===== config.mk =====
export PLATFORM = sky130hd
export DESIGN_NAME = metaball_voxel_case_classifier_unit_flat
export DESIGN_NICKNAME = d
export VERILOG_FILES = /design/src/design/mvcc_pkg.sv /design/src/design/mvcc_if.sv /design/src/design/mvcc_ram.sv /design/src/design/metaball_voxel_case_classifier_unit.sv /design/src/flat_wrapper.sv
export SDC_FILE = /design/constraint.sdc
export NUM_CORES = 2
export LEC_CHECK = 0
export ABC_AREA = 0
export BUFFER_PORTS_ARGS = -buffer_cell sky130_fd_sc_hd__clkbuf_2
export CAP_MARGIN = 20
export CORE_MARGIN = 1
export CORE_UTILIZATION = 56
export DETAILED_ROUTE_END_ITERATION = 12
export GPL_TIMING_DRIVEN = 0
export PLACE_DENSITY = 0.74
export RECOVER_POWER = 50
export SKIP_LAST_GASP = 1
export SLEW_MARGIN = 25
export SYNTH_ARGS = -nofsm -noshare
export SYNTH_HDL_FRONTEND = slang
export SYNTH_HIERARCHICAL = 1
export SYNTH_SLANG_ARGS = --single-unit

===== constraint.sdc =====
create_clock -name clock -period 23.8 [get_ports clock]
set_input_delay 2.38 -clock clock [delete_from_list [all_inputs] [get_ports clock]]
set_output_delay 2.38 -clock clock [all_outputs]
set_load 0.05 [all_outputs]

===== src/design/mvcc_pkg.sv =====
// mvcc_pkg: shared constants, register indexes and corner table for the
// metaball voxel case classifier; no dependencies
package mvcc_pkg;

   // payload field widths
   localparam int INDEX_W = 4;
   localparam int POS_W   = 16;
   localparam int VOXEL_W = 7;
   localparam int CODE_W  = 8;

   // configuration port
   localparam int CSR_ADDR_W = 2;
   localparam int CSR_DATA_W = 32;
   localparam logic [CSR_ADDR_W-1:0] CSR_BALL_COUNT = 2'd0;
   localparam logic [CSR_ADDR_W-1:0] CSR_GRID_SIZE  = 2'd1;
   localparam logic [CSR_ADDR_W-1:0] CSR_VOXEL_SIZE = 2'd2;
   localparam logic [CSR_ADDR_W-1:0] CSR_ISO_LEVEL  = 2'd3;

   // commands
   localparam logic CMD_LOAD     = 1'b0;
   localparam logic CMD_CLASSIFY = 1'b1;

   // register widths and reset values
   localparam int BALL_COUNT_W = 5;
   localparam int GRID_SIZE_W  = 8;
   localparam int VOXEL_SIZE_W = 15;
   localparam int ISO_LEVEL_W  = 32;
   localparam logic [BALL_COUNT_W-1:0] BALL_COUNT_RST = 5'd4;
   localparam logic [GRID_SIZE_W-1:0]  GRID_SIZE_RST  = 8'd32;
   localparam logic [VOXEL_SIZE_W-1:0] VOXEL_SIZE_RST = 15'd1024;
   localparam logic [ISO_LEVEL_W-1:0]  ISO_LEVEL_RST  = 32'd6553600;

   // grid limit on the effective grid size
   localparam int MAX_GRID = 128;

   // arithmetic widths: grid point, world coordinate, squared distance
   localparam int GRID_W  = 8;
   localparam int WORLD_W = 24;
   localparam int DIFF_W  = 25;
   localparam int MAG_W   = 24;
   localparam int SQ_W    = 50;
   localparam int QUO_W   = 46;
   localparam int DIV_STEPS = QUO_W / 2;
   localparam int DIV_CNT_W = 5;
   localparam int ONE_Q14 = 16384;
   localparam logic [SQ_W-1:0] MIN_SQ_DIST = 50'd26844;
   localparam logic [QUO_W-1:0] DIVIDEND = 46'h1 << 44;

   // corner offsets, bit 0 x, bit 1 y, bit 2 z
   function automatic logic [2:0] corner_offset(input logic [2:0] k);
      logic [2:0] off;
      unique case (k)
         3'd0: off = 3'b000;
         3'd1: off = 3'b001;
         3'd2: off = 3'b101;
         3'd3: off = 3'b100;
         3'd4: off = 3'b010;
         3'd5: off = 3'b011;
         3'd6: off = 3'b111;
         3'd7: off = 3'b110;
         default: off = 3'b000;
      endcase
      return off;
   endfunction

endpackage


===== src/design/mvcc_if.sv =====
// mvcc_if: request and response channel interfaces with valid/ready
// depends on mvcc_pkg
interface mvcc_req_if import mvcc_pkg::*; ();
   logic                     valid;
   logic                     ready;
   logic                     command;
   logic [INDEX_W-1:0]       ball_index;
   logic signed [POS_W-1:0]  ball_pos_x;
   logic signed [POS_W-1:0]  ball_pos_y;
   logic signed [POS_W-1:0]  ball_pos_z;
   logic [VOXEL_W-1:0]       voxel_x;
   logic [VOXEL_W-1:0]       voxel_y;
   logic [VOXEL_W-1:0]       voxel_z;

   modport source (output valid, command, ball_index, ball_pos_x, ball_pos_y,
                   ball_pos_z, voxel_x, voxel_y, voxel_z, input ready);
   modport sink (input valid, command, ball_index, ball_pos_x, ball_pos_y,
                 ball_pos_z, voxel_x, voxel_y, voxel_z, output ready);
endinterface

interface mvcc_rsp_if import mvcc_pkg::*; ();
   logic              valid;
   logic              ready;
   logic [CODE_W-1:0] case_code;

   modport source (output valid, case_code, input ready);
   modport sink (input valid, case_code, output ready);
endinterface


===== src/design/mvcc_ram.sv =====
// mvcc_ram: generic single-write, single-read RAM with registered read
// no dependencies
module mvcc_ram #(
   parameter int WIDTH = 48,
   parameter int DEPTH = 16
) (
   input  logic                                   clock,
   input  logic                                   wr_en,
   input  logic [(DEPTH > 1 ? $clog2(DEPTH) : 1)-1:0] wr_addr,
   input  logic [WIDTH-1:0]                       wr_data,
   input  logic                                   rd_en,
   input  logic [(DEPTH > 1 ? $clog2(DEPTH) : 1)-1:0] rd_addr,
   output logic [WIDTH-1:0]                       rd_data
);

   logic [WIDTH-1:0] mem_ff [DEPTH];
   logic [WIDTH-1:0] rd_data_ff;

   // write port and registered read port
   always_ff @(posedge clock) begin
      if (wr_en) begin
         mem_ff[wr_addr] <= wr_data;
      end
      if (rd_en) begin
         rd_data_ff <= mem_ff[rd_addr];
      end
   end

   assign rd_data = rd_data_ff;

endmodule


===== src/design/metaball_voxel_case_classifier_unit.sv =====
// metaball_voxel_case_classifier_unit: ball table in RAM, per-corner field
// energy with a shared squarer and a 2-bit-per-cycle divider
// depends on mvcc_pkg, mvcc_if, mvcc_ram
//
//   channel   dir   handshake        payload
//   req_ch    in    valid/ready      command, ball_index, ball_pos_xyz, voxel_xyz
//   rsp_ch    out   valid/ready      case_code (one per classify)
//   csr_*     in    csr_we           csr_addr, csr_wdata
//
// a load writes the ball table directly; a classify walks the eight corners,
// each ball taking three squaring steps, a clamp, 23 divider steps and
// the accumulate; boundary corners skip the ball walk. reset restores register
// defaults and marks all table entries zero. a pending response does not stop
// new requests; only the final handoff waits for the output register.
module metaball_voxel_case_classifier_unit import mvcc_pkg::*; #(
   parameter int MAX_BALLS = 16
) (
   input  logic                  clock,
   input  logic                  reset,
   mvcc_req_if.sink              req_ch,
   mvcc_rsp_if.source            rsp_ch,
   input  logic                  csr_we,
   input  logic [CSR_ADDR_W-1:0] csr_addr,
   input  logic [CSR_DATA_W-1:0] csr_wdata
);

   localparam int AW = (MAX_BALLS > 1) ? $clog2(MAX_BALLS) : 1;
   localparam int NW = $clog2(MAX_BALLS + 1);
   localparam int ENTRY_W = 3 * POS_W;

   localparam logic [3:0] ST_IDLE   = 4'd0;
   localparam logic [3:0] ST_CORNER = 4'd1;
   localparam logic [3:0] ST_SQX    = 4'd2;
   localparam logic [3:0] ST_SQY    = 4'd3;
   localparam logic [3:0] ST_SQZ    = 4'd4;
   localparam logic [3:0] ST_CLAMP  = 4'd5;
   localparam logic [3:0] ST_DIV    = 4'd6;
   localparam logic [3:0] ST_ACC    = 4'd7;
   localparam logic [3:0] ST_DONE   = 4'd8;

   // registers
   logic [3:0]                state_ff, state_in;
   logic [BALL_COUNT_W-1:0]   ball_count_ff;
   logic [GRID_SIZE_W-1:0]    grid_size_ff;
   logic [VOXEL_SIZE_W-1:0]   voxel_size_ff;
   logic [ISO_LEVEL_W-1:0]    iso_level_ff;
   logic [VOXEL_W-1:0]        vx_ff, vx_in, vy_ff, vy_in, vz_ff, vz_in;
   logic [2:0]                corner_ff, corner_in;
   logic [CODE_W-1:0]         code_ff, code_in;
   logic signed [WORLD_W-1:0] wx_ff, wx_in, wy_ff, wy_in, wz_ff, wz_in;
   logic [NW-1:0]             ball_ff, ball_in;
   logic [SQ_W-1:0]           sq_ff, sq_in;
   logic [SQ_W-1:0]           div_ff, div_in;
   logic [SQ_W-1:0]           rem_ff, rem_in;
   logic [QUO_W-1:0]          quo_ff, quo_in;
   logic [QUO_W-1:0]          dvd_ff, dvd_in;
   logic [DIV_CNT_W-1:0]      div_cnt_ff, div_cnt_in;
   logic [ISO_LEVEL_W-1:0]    sum_ff, sum_in;
   logic                      rsp_valid_ff, rsp_valid_in;
   logic [CODE_W-1:0]         case_code_ff, case_code_in;
   logic [MAX_BALLS-1:0]      entry_valid_ff;
   logic                      rd_valid_ff;

   // ram ports
   logic               wr_en, rd_en;
   logic [AW-1:0]      wr_addr, rd_addr;
   logic [ENTRY_W-1:0] wr_data, rd_data;

   // datapath temporaries
   logic [NW-1:0]             n_eff;
   logic [GRID_SIZE_W-1:0]    gs_eff;
   logic [2:0]                off;
   logic [GRID_W-1:0]         gx, gy, gz;
   logic                      boundary;
   logic                      req_fire, load_hit;
   logic [ENTRY_W-1:0]        pos_word;
   logic signed [WORLD_W-1:0] w_sel;
   logic signed [POS_W-1:0]   p_sel;
   logic signed [DIFF_W-1:0]  diff;
   logic [DIFF_W-1:0]         diff_abs;
   logic [MAG_W-1:0]          mag;
   logic [2*MAG_W-1:0]        square;
   logic [SQ_W:0]             r1, r2, r1s;
   logic                      ge1, ge2;
   logic [ISO_LEVEL_W-1:0]    term;
   logic [ISO_LEVEL_W:0]      sum_wide;
   logic                      bit_set;

   mvcc_ram #(
      .WIDTH (ENTRY_W),
      .DEPTH (MAX_BALLS)
   ) u_ball_ram (
      .clock   (clock),
      .wr_en   (wr_en),
      .wr_addr (wr_addr),
      .wr_data (wr_data),
      .rd_en   (rd_en),
      .rd_addr (rd_addr),
      .rd_data (rd_data)
   );

   // effective limits
   assign n_eff  = (int'(ball_count_ff) < MAX_BALLS) ? NW'(ball_count_ff) : NW'(MAX_BALLS);
   assign gs_eff = (int'(grid_size_ff) < MAX_GRID) ? grid_size_ff
                                                    : GRID_SIZE_W'(MAX_GRID);

   // corner grid point and boundary test
   assign off = corner_offset(corner_ff);
   assign gx  = {1'b0, vx_ff} + GRID_W'(off[0]);
   assign gy  = {1'b0, vy_ff} + GRID_W'(off[1]);
   assign gz  = {1'b0, vz_ff} + GRID_W'(off[2]);
   assign boundary = (gx == '0) || (gy == '0) || (gz == '0) ||
                     (gx >= gs_eff) || (gy >= gs_eff) || (gz >= gs_eff);

   // load path writes the ball table directly
   assign req_ch.ready = (state_ff == ST_IDLE);
   assign req_fire = req_ch.valid && req_ch.ready;
   assign load_hit = req_fire && (req_ch.command == CMD_LOAD) &&
                     ((NW + INDEX_W)'(req_ch.ball_index) < (NW + INDEX_W)'(n_eff));
   assign wr_en   = load_hit;
   assign wr_addr = AW'((AW + INDEX_W)'(req_ch.ball_index));
   assign wr_data = {req_ch.ball_pos_z, req_ch.ball_pos_y, req_ch.ball_pos_x};

   // squarer: one axis a cycle; entries never written read as zero
   assign pos_word = rd_valid_ff ? rd_data : '0;
   always_comb begin
      case (state_ff)
         ST_SQY: begin
            w_sel = wy_ff;
            p_sel = $signed(pos_word[2*POS_W-1:POS_W]);
         end
         ST_SQZ: begin
            w_sel = wz_ff;
            p_sel = $signed(pos_word[3*POS_W-1:2*POS_W]);
         end
         default: begin
            w_sel = wx_ff;
            p_sel = $signed(pos_word[POS_W-1:0]);
         end
      endcase
   end
   assign diff     = DIFF_W'(w_sel) - DIFF_W'(p_sel);
   assign diff_abs = diff[DIFF_W-1] ? (~diff + 1'b1) : diff;
   assign mag      = diff_abs[MAG_W-1:0];
   assign square   = mag * mag;

   // two restoring divide steps per cycle
   always_comb begin
      r1  = {rem_ff, dvd_ff[QUO_W-1]};
      ge1 = (r1 >= {1'b0, div_ff});
      r1s = ge1 ? (r1 - {1'b0, div_ff}) : r1;
      r2  = {r1s[SQ_W-1:0], dvd_ff[QUO_W-2]};
      ge2 = (r2 >= {1'b0, div_ff});
   end

   // term and saturating sum
   assign term     = (quo_ff[QUO_W-1:ISO_LEVEL_W] != '0) ? '1 : quo_ff[ISO_LEVEL_W-1:0];
   assign sum_wide = {1'b0, sum_ff} + {1'b0, term};

   // sequencer
   always_comb begin
      state_in     = state_ff;
      vx_in        = vx_ff;
      vy_in        = vy_ff;
      vz_in        = vz_ff;
      corner_in    = corner_ff;
      code_in      = code_ff;
      wx_in        = wx_ff;
      wy_in        = wy_ff;
      wz_in        = wz_ff;
      ball_in      = ball_ff;
      sq_in        = sq_ff;
      div_in       = div_ff;
      rem_in       = rem_ff;
      quo_in       = quo_ff;
      dvd_in       = dvd_ff;
      div_cnt_in   = div_cnt_ff;
      sum_in       = sum_ff;
      rsp_valid_in = rsp_valid_ff && !rsp_ch.ready;
      case_code_in = case_code_ff;
      rd_en        = 1'b0;
      rd_addr      = '0;
      bit_set      = 1'b0;

      unique case (state_ff)
         ST_IDLE: begin
            if (req_fire && req_ch.command == CMD_CLASSIFY) begin
               vx_in     = req_ch.voxel_x;
               vy_in     = req_ch.voxel_y;
               vz_in     = req_ch.voxel_z;
               corner_in = '0;
               code_in   = '0;
               state_in  = ST_CORNER;
            end
         end
         ST_CORNER: begin
            if (boundary || n_eff == '0) begin
               // energy zero never exceeds the level
               if (corner_ff == 3'd7) begin
                  state_in = ST_DONE;
               end else begin
                  corner_in = corner_ff + 3'd1;
               end
            end else begin
               wx_in    = $signed(WORLD_W'(gx) * WORLD_W'(voxel_size_ff) - WORLD_W'(ONE_Q14));
               wy_in    = $signed(WORLD_W'(gy) * WORLD_W'(voxel_size_ff) - WORLD_W'(ONE_Q14));
               wz_in    = $signed(WORLD_W'(gz) * WORLD_W'(voxel_size_ff) - WORLD_W'(ONE_Q14));
               ball_in  = '0;
               sum_in   = '0;
               rd_en    = 1'b1;
               rd_addr  = '0;
               state_in = ST_SQX;
            end
         end
         ST_SQX: begin
            sq_in    = SQ_W'(square);
            state_in = ST_SQY;
         end
         ST_SQY: begin
            sq_in    = sq_ff + SQ_W'(square);
            state_in = ST_SQZ;
         end
         ST_SQZ: begin
            sq_in    = sq_ff + SQ_W'(square);
            state_in = ST_CLAMP;
         end
         ST_CLAMP: begin
            div_in     = (sq_ff < MIN_SQ_DIST) ? MIN_SQ_DIST : sq_ff;
            rem_in     = '0;
            quo_in     = '0;
            dvd_in     = DIVIDEND;
            div_cnt_in = '0;
            state_in   = ST_DIV;
         end
         ST_DIV: begin
            rem_in     = ge2 ? SQ_W'(r2 - {1'b0, div_ff}) : r2[SQ_W-1:0];
            quo_in     = {quo_ff[QUO_W-3:0], ge1, ge2};
            dvd_in     = {dvd_ff[QUO_W-3:0], 2'b00};
            div_cnt_in = div_cnt_ff + 1'b1;
            if (div_cnt_ff == DIV_CNT_W'(DIV_STEPS - 1)) begin
               state_in = ST_ACC;
            end
         end
         ST_ACC: begin
            sum_in = sum_wide[ISO_LEVEL_W] ? '1 : sum_wide[ISO_LEVEL_W-1:0];
            if (ball_ff + 1'b1 < n_eff) begin
               ball_in  = ball_ff + 1'b1;
               rd_en    = 1'b1;
               rd_addr  = AW'(ball_ff + 1'b1);
               state_in = ST_SQX;
            end else begin
               bit_set = (sum_in > iso_level_ff);
               code_in = code_ff | (CODE_W'(bit_set) << corner_ff);
               if (corner_ff == 3'd7) begin
                  state_in = ST_DONE;
               end else begin
                  corner_in = corner_ff + 3'd1;
                  state_in  = ST_CORNER;
               end
            end
         end
         ST_DONE: begin
            // hand off once the output register is free
            if (!rsp_valid_ff || rsp_ch.ready) begin
               rsp_valid_in = 1'b1;
               case_code_in = code_ff;
               state_in     = ST_IDLE;
            end
         end
         default: begin
            state_in = ST_IDLE;
         end
      endcase
   end

   // control and configuration registers
   always_ff @(posedge clock) begin
      if (reset) begin
         state_ff       <= ST_IDLE;
         rsp_valid_ff   <= 1'b0;
         entry_valid_ff <= '0;
         rd_valid_ff    <= 1'b0;
         ball_count_ff  <= BALL_COUNT_RST;
         grid_size_ff   <= GRID_SIZE_RST;
         voxel_size_ff  <= VOXEL_SIZE_RST;
         iso_level_ff   <= ISO_LEVEL_RST;
      end else begin
         state_ff     <= state_in;
         rsp_valid_ff <= rsp_valid_in;
         if (wr_en) begin
            entry_valid_ff[wr_addr] <= 1'b1;
         end
         if (rd_en) begin
            rd_valid_ff <= entry_valid_ff[rd_addr];
         end
         if (csr_we) begin
            unique case (csr_addr)
               CSR_BALL_COUNT: ball_count_ff <= csr_wdata[BALL_COUNT_W-1:0];
               CSR_GRID_SIZE:  grid_size_ff  <= csr_wdata[GRID_SIZE_W-1:0];
               CSR_VOXEL_SIZE: voxel_size_ff <= csr_wdata[VOXEL_SIZE_W-1:0];
               CSR_ISO_LEVEL:  iso_level_ff  <= csr_wdata[ISO_LEVEL_W-1:0];
               default: ;
            endcase
         end
      end
   end

   // datapath registers
   always_ff @(posedge clock) begin
      vx_ff        <= vx_in;
      vy_ff        <= vy_in;
      vz_ff        <= vz_in;
      corner_ff    <= corner_in;
      code_ff      <= code_in;
      wx_ff        <= wx_in;
      wy_ff        <= wy_in;
      wz_ff        <= wz_in;
      ball_ff      <= ball_in;
      sq_ff        <= sq_in;
      div_ff       <= div_in;
      rem_ff       <= rem_in;
      quo_ff       <= quo_in;
      dvd_ff       <= dvd_in;
      div_cnt_ff   <= div_cnt_in;
      sum_ff       <= sum_in;
      case_code_ff <= case_code_in;
   end

   assign rsp_ch.valid     = rsp_valid_ff;
   assign rsp_ch.case_code = case_code_ff;

   // the ball walk never passes the active count
   a_ball_in_range: assert property (@(posedge clock) disable iff (reset)
      (state_ff == ST_SQX) |-> (ball_ff < n_eff))
      else $error("ball counter beyond active count");

   // the divider finishes after its fixed step count
   a_div_done: assert property (@(posedge clock) disable iff (reset)
      (state_ff == ST_DIV && div_cnt_ff == DIV_CNT_W'(DIV_STEPS - 1)) |=> (state_ff == ST_ACC))
      else $error("divider step count broken");

   // a new response only appears from the handoff state
   a_rsp_from_done: assert property (@(posedge clock) disable iff (reset)
      $rose(rsp_valid_ff) |-> ($past(state_ff) == ST_DONE))
      else $error("response without finished classify");

   // the remainder stays below the divisor
   a_rem_bound: assert property (@(posedge clock) disable iff (reset)
      (state_ff == ST_ACC) |-> (rem_ff < div_ff))
      else $error("divider remainder out of range");

endmodule

===== src/flat_wrapper.sv =====
// flat-port wrapper written by rule: the top's interface ports become plain ports
module metaball_voxel_case_classifier_unit_flat import mvcc_pkg::*;
#(
   parameter int MAX_BALLS = 16
)
  (clock, reset, csr_we, csr_addr, csr_wdata, req_ch_valid, req_ch_command, req_ch_ball_index, req_ch_ball_pos_x, req_ch_ball_pos_y, req_ch_ball_pos_z, req_ch_voxel_x, req_ch_voxel_y, req_ch_voxel_z, req_ch_ready, rsp_ch_valid, rsp_ch_case_code, rsp_ch_ready);
  mvcc_req_if req_ch_i ();
  mvcc_rsp_if rsp_ch_i ();
  input  logic clock;
  input  logic reset;
  input  logic csr_we;
  input  logic [CSR_ADDR_W-1:0] csr_addr;
  input  logic [CSR_DATA_W-1:0] csr_wdata;
  input wire logic [$bits(req_ch_i.valid)-1:0] req_ch_valid;
  input wire logic [$bits(req_ch_i.command)-1:0] req_ch_command;
  input wire logic [$bits(req_ch_i.ball_index)-1:0] req_ch_ball_index;
  input wire logic [$bits(req_ch_i.ball_pos_x)-1:0] req_ch_ball_pos_x;
  input wire logic [$bits(req_ch_i.ball_pos_y)-1:0] req_ch_ball_pos_y;
  input wire logic [$bits(req_ch_i.ball_pos_z)-1:0] req_ch_ball_pos_z;
  input wire logic [$bits(req_ch_i.voxel_x)-1:0] req_ch_voxel_x;
  input wire logic [$bits(req_ch_i.voxel_y)-1:0] req_ch_voxel_y;
  input wire logic [$bits(req_ch_i.voxel_z)-1:0] req_ch_voxel_z;
  output wire logic [$bits(req_ch_i.ready)-1:0] req_ch_ready;
  output wire logic [$bits(rsp_ch_i.valid)-1:0] rsp_ch_valid;
  output wire logic [$bits(rsp_ch_i.case_code)-1:0] rsp_ch_case_code;
  input wire logic [$bits(rsp_ch_i.ready)-1:0] rsp_ch_ready;
  assign req_ch_i.valid = req_ch_valid;
  assign req_ch_i.command = req_ch_command;
  assign req_ch_i.ball_index = req_ch_ball_index;
  assign req_ch_i.ball_pos_x = req_ch_ball_pos_x;
  assign req_ch_i.ball_pos_y = req_ch_ball_pos_y;
  assign req_ch_i.ball_pos_z = req_ch_ball_pos_z;
  assign req_ch_i.voxel_x = req_ch_voxel_x;
  assign req_ch_i.voxel_y = req_ch_voxel_y;
  assign req_ch_i.voxel_z = req_ch_voxel_z;
  assign req_ch_ready = req_ch_i.ready;
  assign rsp_ch_valid = rsp_ch_i.valid;
  assign rsp_ch_case_code = rsp_ch_i.case_code;
  assign rsp_ch_i.ready = rsp_ch_ready;
  metaball_voxel_case_classifier_unit #(.MAX_BALLS(MAX_BALLS)) u_core (.clock(clock), .reset(reset), .req_ch(req_ch_i), .rsp_ch(rsp_ch_i), .csr_we(csr_we), .csr_addr(csr_addr), .csr_wdata(csr_wdata));
endmodule

* After elaboration in Yosys (flattened, before gate mapping)
Memory sizes are Yosys's and may differ from the RTL's. A register that Yosys moved wholly into a read port is not among the register bits. Index checks and enable logic that the tools add are counted. W data, S select, Z words.
Storage, ports and cells: register bits 478, input bits 113, ROM bits 24, logic and storage cells 177, output and inout port bits 10, bits in writable memories 768, memories kept 2
Memories:
- u_core.u_ball_ram.mem_ff | depth 16, width 48, read ports 1, clocked after Yosys merged registers in 1, wr ports 1, line mvcc_ram.sv:16 | logic [WIDTH-1:0] mem_ff [DEPTH];
- (no name shown) | depth 8, width 3, read ports 1, clocked after Yosys merged registers in 1, wr ports 0, line mvcc_pkg.sv:52 | unique case (k)
Cells by class: $lt $le $gt $ge 14, multiply operators 4, muxes and demuxes 50, eq/ne operators 21, add/sub/neg operators 15, shifts and indexed selects 1, reduce and logical (&&, ||, !) cells 40, bitwise logic cells 5
Operators with widths (count):
- $pmux W50 S2 | 2
- $pmux W46 S2 | 2
- $ge A51 B50 Y1 | 2
- $mux W50 | 2
- $sub A50 B50 Y50 | 2
- $mux W32 | 3
- $sub A23 B15 Y24 const B | 3
- $mul A8 B15 Y23 | 3
- $pmux W32 S2 | 1
- $add A50 B48 Y50 | 1
- $lt A50 B15 Y1 const B | 1
- $mul A24 B24 Y48 | 1
- $mux W48 | 1
- $pmux W24 S2 | 1
- $mux W4 | 9
- $pmux W4 S9 | 1
- $add A32 B32 Y33 | 1
- $gt A32 B32 Y1 | 1
- $pmux W16 S2 | 1
- $sub A24 B16 Y25 | 1
- $add A24 B1 Y24 const B | 1
- $add A7 B1 Y8 | 3
- $ge A8 B8 Y1 | 3
- $logic_not A8 Y1 | 3
- 48 further kinds | 101

* Longest topological paths before layout
word-level depth 11, depth in mapped cells 61, mapped depth without buffers 56

* Modules after synthesis
Netlist, hierarchy kept.
By module, submodules not included:
- metaball_voxel_case_classifier_unit | sequential area each 12241.7 um2, cells each 6554, times used 1, area an instance 58636.2 um2
- mvcc_ram | sequential area each 24503.5 um2, cells each 1242, times used 1, area an instance 30171.4 um2

* Worst setup path before layout
OpenSTA, ideal clock, no wires.
kind flip-flop to flip-flop, from register u_core.state_ff[3], to register u_core.sq_ff[44], data pin, library setup time 0.260 ns, path buffers 6, path slack 10.835 ns, arrival time 12.705 ns, period minus slack after synthesis 12.965 ns, data required time 23.540 ns, cell stages (with the launch flop) 52, path through dfxtp_1 > clkbuf_1 > nand2b_1 > nor3_1 > nor2_1 > clkbuf_1 > clkbuf_1 > nand2_1 > nand2_1 > nand2_1 > ha_1 > clkbuf_1 > and3_1 > nand2_1 > or4_1 > a21oi_1 > a2111o_1 > a21boi_1 > (+16 left out) > o22ai_1 > a31oi_1 > nand4_1 > a31o_2 > a21oi_1 > xnor2_1 > ha_1 > a21o_1 > a21o_1 > a21o_1 > a21o_1 > a21oi_1 > nand3_1 > a311o_1 > a31oi_1 > o21ai_0 > xor2_1 > mux2_2
Between the ends: word-level cells in the longest chain between the ends 9, elaborated cells between the ends (all ways) 13, classes of those cells add/sub: 3; mul: 1; eq/ne: 3; mux: 4; bitwise: 1; reduce/logical: 1
RTL lines:
- start: declaration | line metaball_voxel_case_classifier_unit.sv:42 | logic [3:0] state_ff, state_in;
- start signal: assignment | line metaball_voxel_case_classifier_unit.sv:288 | state_ff <= state_in;
- $eq A4 B3 Y1 or $eq A4 B2 Y1 (tied branches) | line metaball_voxel_case_classifier_unit.sv:127, metaball_voxel_case_classifier_unit.sv:185
- $pmux W24 S2 or $pmux W16 S2 (tied branches) | line metaball_voxel_case_classifier_unit.sv:127 | case (state_ff)
- $sub A24 B16 Y25 | line metaball_voxel_case_classifier_unit.sv:142 | assign diff = DIFF_W'(w_sel) - DIFF_W'(p_sel);
- $not A24 Y24 | line metaball_voxel_case_classifier_unit.sv:143 | assign diff_abs = diff[DIFF_W-1] ? (~diff + 1'b1) : diff;
- $add A24 B1 Y24 | line metaball_voxel_case_classifier_unit.sv:143
- $mux W24 | line metaball_voxel_case_classifier_unit.sv:143
- $mul A24 B24 Y48 | line metaball_voxel_case_classifier_unit.sv:145 | assign square = mag * mag;
- $add A50 B48 Y50 | line metaball_voxel_case_classifier_unit.sv:220, metaball_voxel_case_classifier_unit.sv:224
- $pmux W50 S2 (*) | line metaball_voxel_case_classifier_unit.sv:185 | unique case (state_ff)
- net u_core.sq_in[44] | line metaball_voxel_case_classifier_unit.sv:52 | logic [SQ_W-1:0] sq_ff, sq_in;
- end signal: assignment | line metaball_voxel_case_classifier_unit.sv:319 | sq_ff <= sq_in;
- end: declaration | line metaball_voxel_case_classifier_unit.sv:52
The timed path passes the listed nets; every way through them passes the cells marked *. A chain may end at the register's enable or synchronous reset.

* Worst setup path after layout
from register u_core.state_ff[3], to register u_core.sq_ff[47], data pin
Same word-level chain as after synthesis.

==> Implementation_results.wiki <==
{| class="wikitable"
! Metric !! Value
|-
| Result of the run || finished with violations
|-
| Failing checks || max-capacitance violations, max-slew violations
|-
| Setup violators final || 0
|-
| Endpoint required time on the critical path || roughly 24 ns
|-
| DP Wirelength || about 200000 µm
|-
| Top library cells by usage in the layout, fill and taps aside || 1167 x edfxtp_1, 1006 x inv_1, 754 x nand2_1
|-
| F_max || 58.17 MHz
|-
| Final count of hold timing violations || 0
|-
| Number of global-route vias before repair || between 60000 and 70000
|-
| Vertical extent of the die || 400.2 µm
|-
| Largest net degree at the start of global routing || just under 50
|-
| Top flip-flop cell by instance count after synthesis || edfxtp_1
|-
| Number of max-capacitance violations reported || 1
|-
| Number of different library cells in the post-synthesis netlist || 93
|-
| Total number of nets in the final design || around 9500
|-
| Largest stage delay, worst path || around 0.81 ns
|-
| Initial cell density of the core || between 50 and 60%
|-
| Count of pins on the block boundary || between 100 and 150
|-
| ANT nets after route || 0
|-
| Post-CTS Setup Repair Bufs || 0
|-
| Number of antenna violations at the first check in global routing || 30
|-
| Clock tree from TritonCTS || done
|-
| Synthesized area per cell || about 11 µm²
|-
| Number of pins with negative max-slew slack in the final report || 23
|-
| Worst slew margin relative to its limit || -12.71%
|-
| Number of enable flip-flop cells after synthesis || 1167
|-
| Layout cell share with drive strength beyond 1 || between 8 and 9%
|-
| Most prevalent standard cell on the critical path || fa_1
|-
| Deepest clock path buffer count || 3
|-
| Synth-to-layout area growth || 10.15%
|-
| CTS H-tree lvls || 4
|-
| Fraction of registers with async set or reset after synthesis || 0%
|-
| Critical Path AT || 17.70 ns
|-
| Hold WC Path Type || reg -> reg
|-
| Row cnt || approximately 150
|-
| Die width || roughly 400 µm
|-
| Detailed router's first-iteration violation count || ~6000
|-
| Nature of the critical path endpoint || flip-flop
|-
| Summed instance area of the synthesized netlist || roughly 89000 µm²
|-
| Synth Net Count || between 9000 and 10000
|-
| Final std cell area, no fill || roughly 100000 µm²
|-
| First-pass GRT wire length || around 390000 µm
|-
| Minimum clock period || between 15 and 20 ns
|-
| CTS buffer count || approximately 130
|-
| Setup repair after global routing missed its margin || false
|-
| Placeable core region || 156800 µm²
|-
| Clock slew seen by the registers of the worst setup and hold paths || around 0.06 ns
|-
| Portion of the clock cycle consumed by the worst path in the final layout || between 70 and 80%
|-
| Gate Count Post-Synth || approximately 7800
|-
| Number of warnings printed during yosys synthesis || 6
|-
| Routed Wire Length || roughly 260000 µm
|-
| Post-synthesis sequential element count || around 1300
|-
| Total negative setup slack || 0 ns
|-
| Total global-route track usage || 32.34%
|-
| Classification of the worst setup path || reg -> reg
|-
| Startpoint types || flip-flop
|-
| Post-detailed-route via-to-cell ratio || around 6
|-
| Pre-Repair DR Iteration Count || 6
|-
| Cell with the largest stage delay on the worst path || clkbuf_1
|-
| Gates resized, CTS repair || 0
|-
| Die Area || about 160000 µm²
|-
| Clock sink count || approximately 1300
|-
| CP max FO || 10
|-
| Total of buffers placed on input and output ports || 121
|-
| Count of vias placed by the detailed router || between 60000 and 70000
|-
| Detailed-route wire length per cell || 25.09 µm
|-
| Total cell area at the placement stage || around 94000 µm²
|-
| Slew @ Worst Pin || 1.684 ns
|-
| Root buf cell || clkbuf_16
|-
| Worst clock skew on the final layout || a little over 0.06 ns
|-
| Sequential share of the synthesized area || approximately 41%
|-
| Drt drc || 0
|-
| Total global routing overflow || 0
|-
| Clock latency of the later-clocked register in the worst-skew pair || 0.82 ns
|-
| Hold buffers post-CTS || 0
|-
| Final weighted congestion of routability-driven global placement || between 0.9 and 1
|-
| Most common cell after layout, fill and taps aside || edfxtp_1
|}
worst paths after layout:
check / startpoint / endpoint / slack (ns) / cells past startpoint
max: u_core/state_ff[3] / u_core/sq_ff[47] / 6.61 / 55
min: u_core/iso_level_ff[14] / u_core/iso_level_ff[14] / 0.46 / 2
max reg2reg: u_core/state_ff[3] / u_core/sq_ff[47] / 6.61 / 55
min reg2reg: u_core/iso_level_ff[14] / u_core/iso_level_ff[14] / 0.46 / 2
state kept, by name, summed over array words and instances, names as in the netlist, 16 cells and up:
name and count:
u_core/wz_ff 24, u_core/quo_ff 46, u_core/u_ball_ram/mem_ff 768, u_core/iso_level_ff 32
u_core/sq_ff 50, u_core/sum_ff 32, u_core/u_ball_ram/rd_data 48, u_core/div_ff 50
u_core/wy_ff 24, u_core/wx_ff 24, u_core/entry_valid_ff 16, u_core/rem_ff 50
metrics by stage:
step | utilization (%) | hold WS [ns] | setup WS [ns] | cells
after global routing | 62.40 | 0.4704 | 5.767 | 10310
after floorplan | - | 0.4268 | 10.84 | 7796
after detailed placement | 59.79 | 0.4446 | 6.704 | 10070
after CTS | 62.56 | 0.4562 | 6.648 | 10300
after global placement | 58.68 | 0.4442 | 6.548 | 9975
final | 62.41 | 0.4575 | 6.608 | 10310
layout make-up:
cell class	instances	area (µm²)
Buffer	311	1272
Fill cell	12090	58930
Clock buffer	161	3475
Inverter	1012	3801
Tap cell	2058	2575
Antenna cell	6	15.01
Clock inverter	75	868.3
Multi-Input combinational cell	5221	47180
Sequential cell	1252	36750
Timing Repair Buffer	211	1888
metal layers:
metal	up-vias	global-route usage, %	share of wire [%]
li1	27750	-	-
met4	22	17.32	5.8
met2	3160	53.53	48
met3	825	6.496	9.1
met1	31210	40.03	37
met5	-	0	0.053
cells by family after synthesis:
logic type / Yosys count / share of synthesized area (%)
XOR/XNOR: 301 / 3.026
flip-flops: 1252 / 41.38
AO/OA/AOI/OAI: 1264 / 9.247
buffers and inverters: 1323 / 5.710
multiplexers: 261 / 5.655
adder cells (fa/ha/maj): 1292 / 23.81
AND/OR/NAND/NOR: 2103 / 11.18
worst max-delay path: cells and delay by family (launching register included):
family,cells,cell delay [ns]
multiplexers,1,0.09
buffers and inverters,11,3.29
XOR/XNOR,3,1.27
flip-flops,1,0.31
adder cells (fa/ha/maj),10,4.70
AND/OR/NAND/NOR,17,3.55
AO/OA/AOI/OAI,13,3.66
cell usage after synthesis, drive strengths merged (9+ instances only):
cell	n	area share, %
edfxtp	1167	39
inv	1009	4.3
nand2	754	3.2
fa	663	15
ha	629	8.9
nor2	497	2.1
a21oi	354	2.0
and2	317	2.2
clkbuf	248	1.0
o21ai	225	1.3
mux4	192	4.9
xnor2	190	1.9
a21o	172	1.5
a22oi	142	1.2
xor2	110	1.1
nand3	107	0.60
dfxtp	85	1.9
nor3	67	0.38
or2	65	0.46
buf	63	0.38
mux2i	63	0.71
nand2b	60	0.42
and3	54	0.38
a31oi	53	0.37
nor2b	51	0.36
o21a	51	0.44
nand4	42	0.30
o21bai	34	0.29
o211ai	28	0.24
nor4	27	0.21
a21boi	26	0.22
a211oi	23	0.19
o31ai	18	0.15
nand3b	14	0.12
o22ai	14	0.11
o31a	13	0.13
or3	13	0.092
or4	12	0.11
a211o	10	0.099
o2111ai	10	0.099
o311ai	9	0.089
o41ai	9	0.089
Power is not shown: default switching activity piles up to over one toggle a cycle in this logic, so the estimate is an artifact.
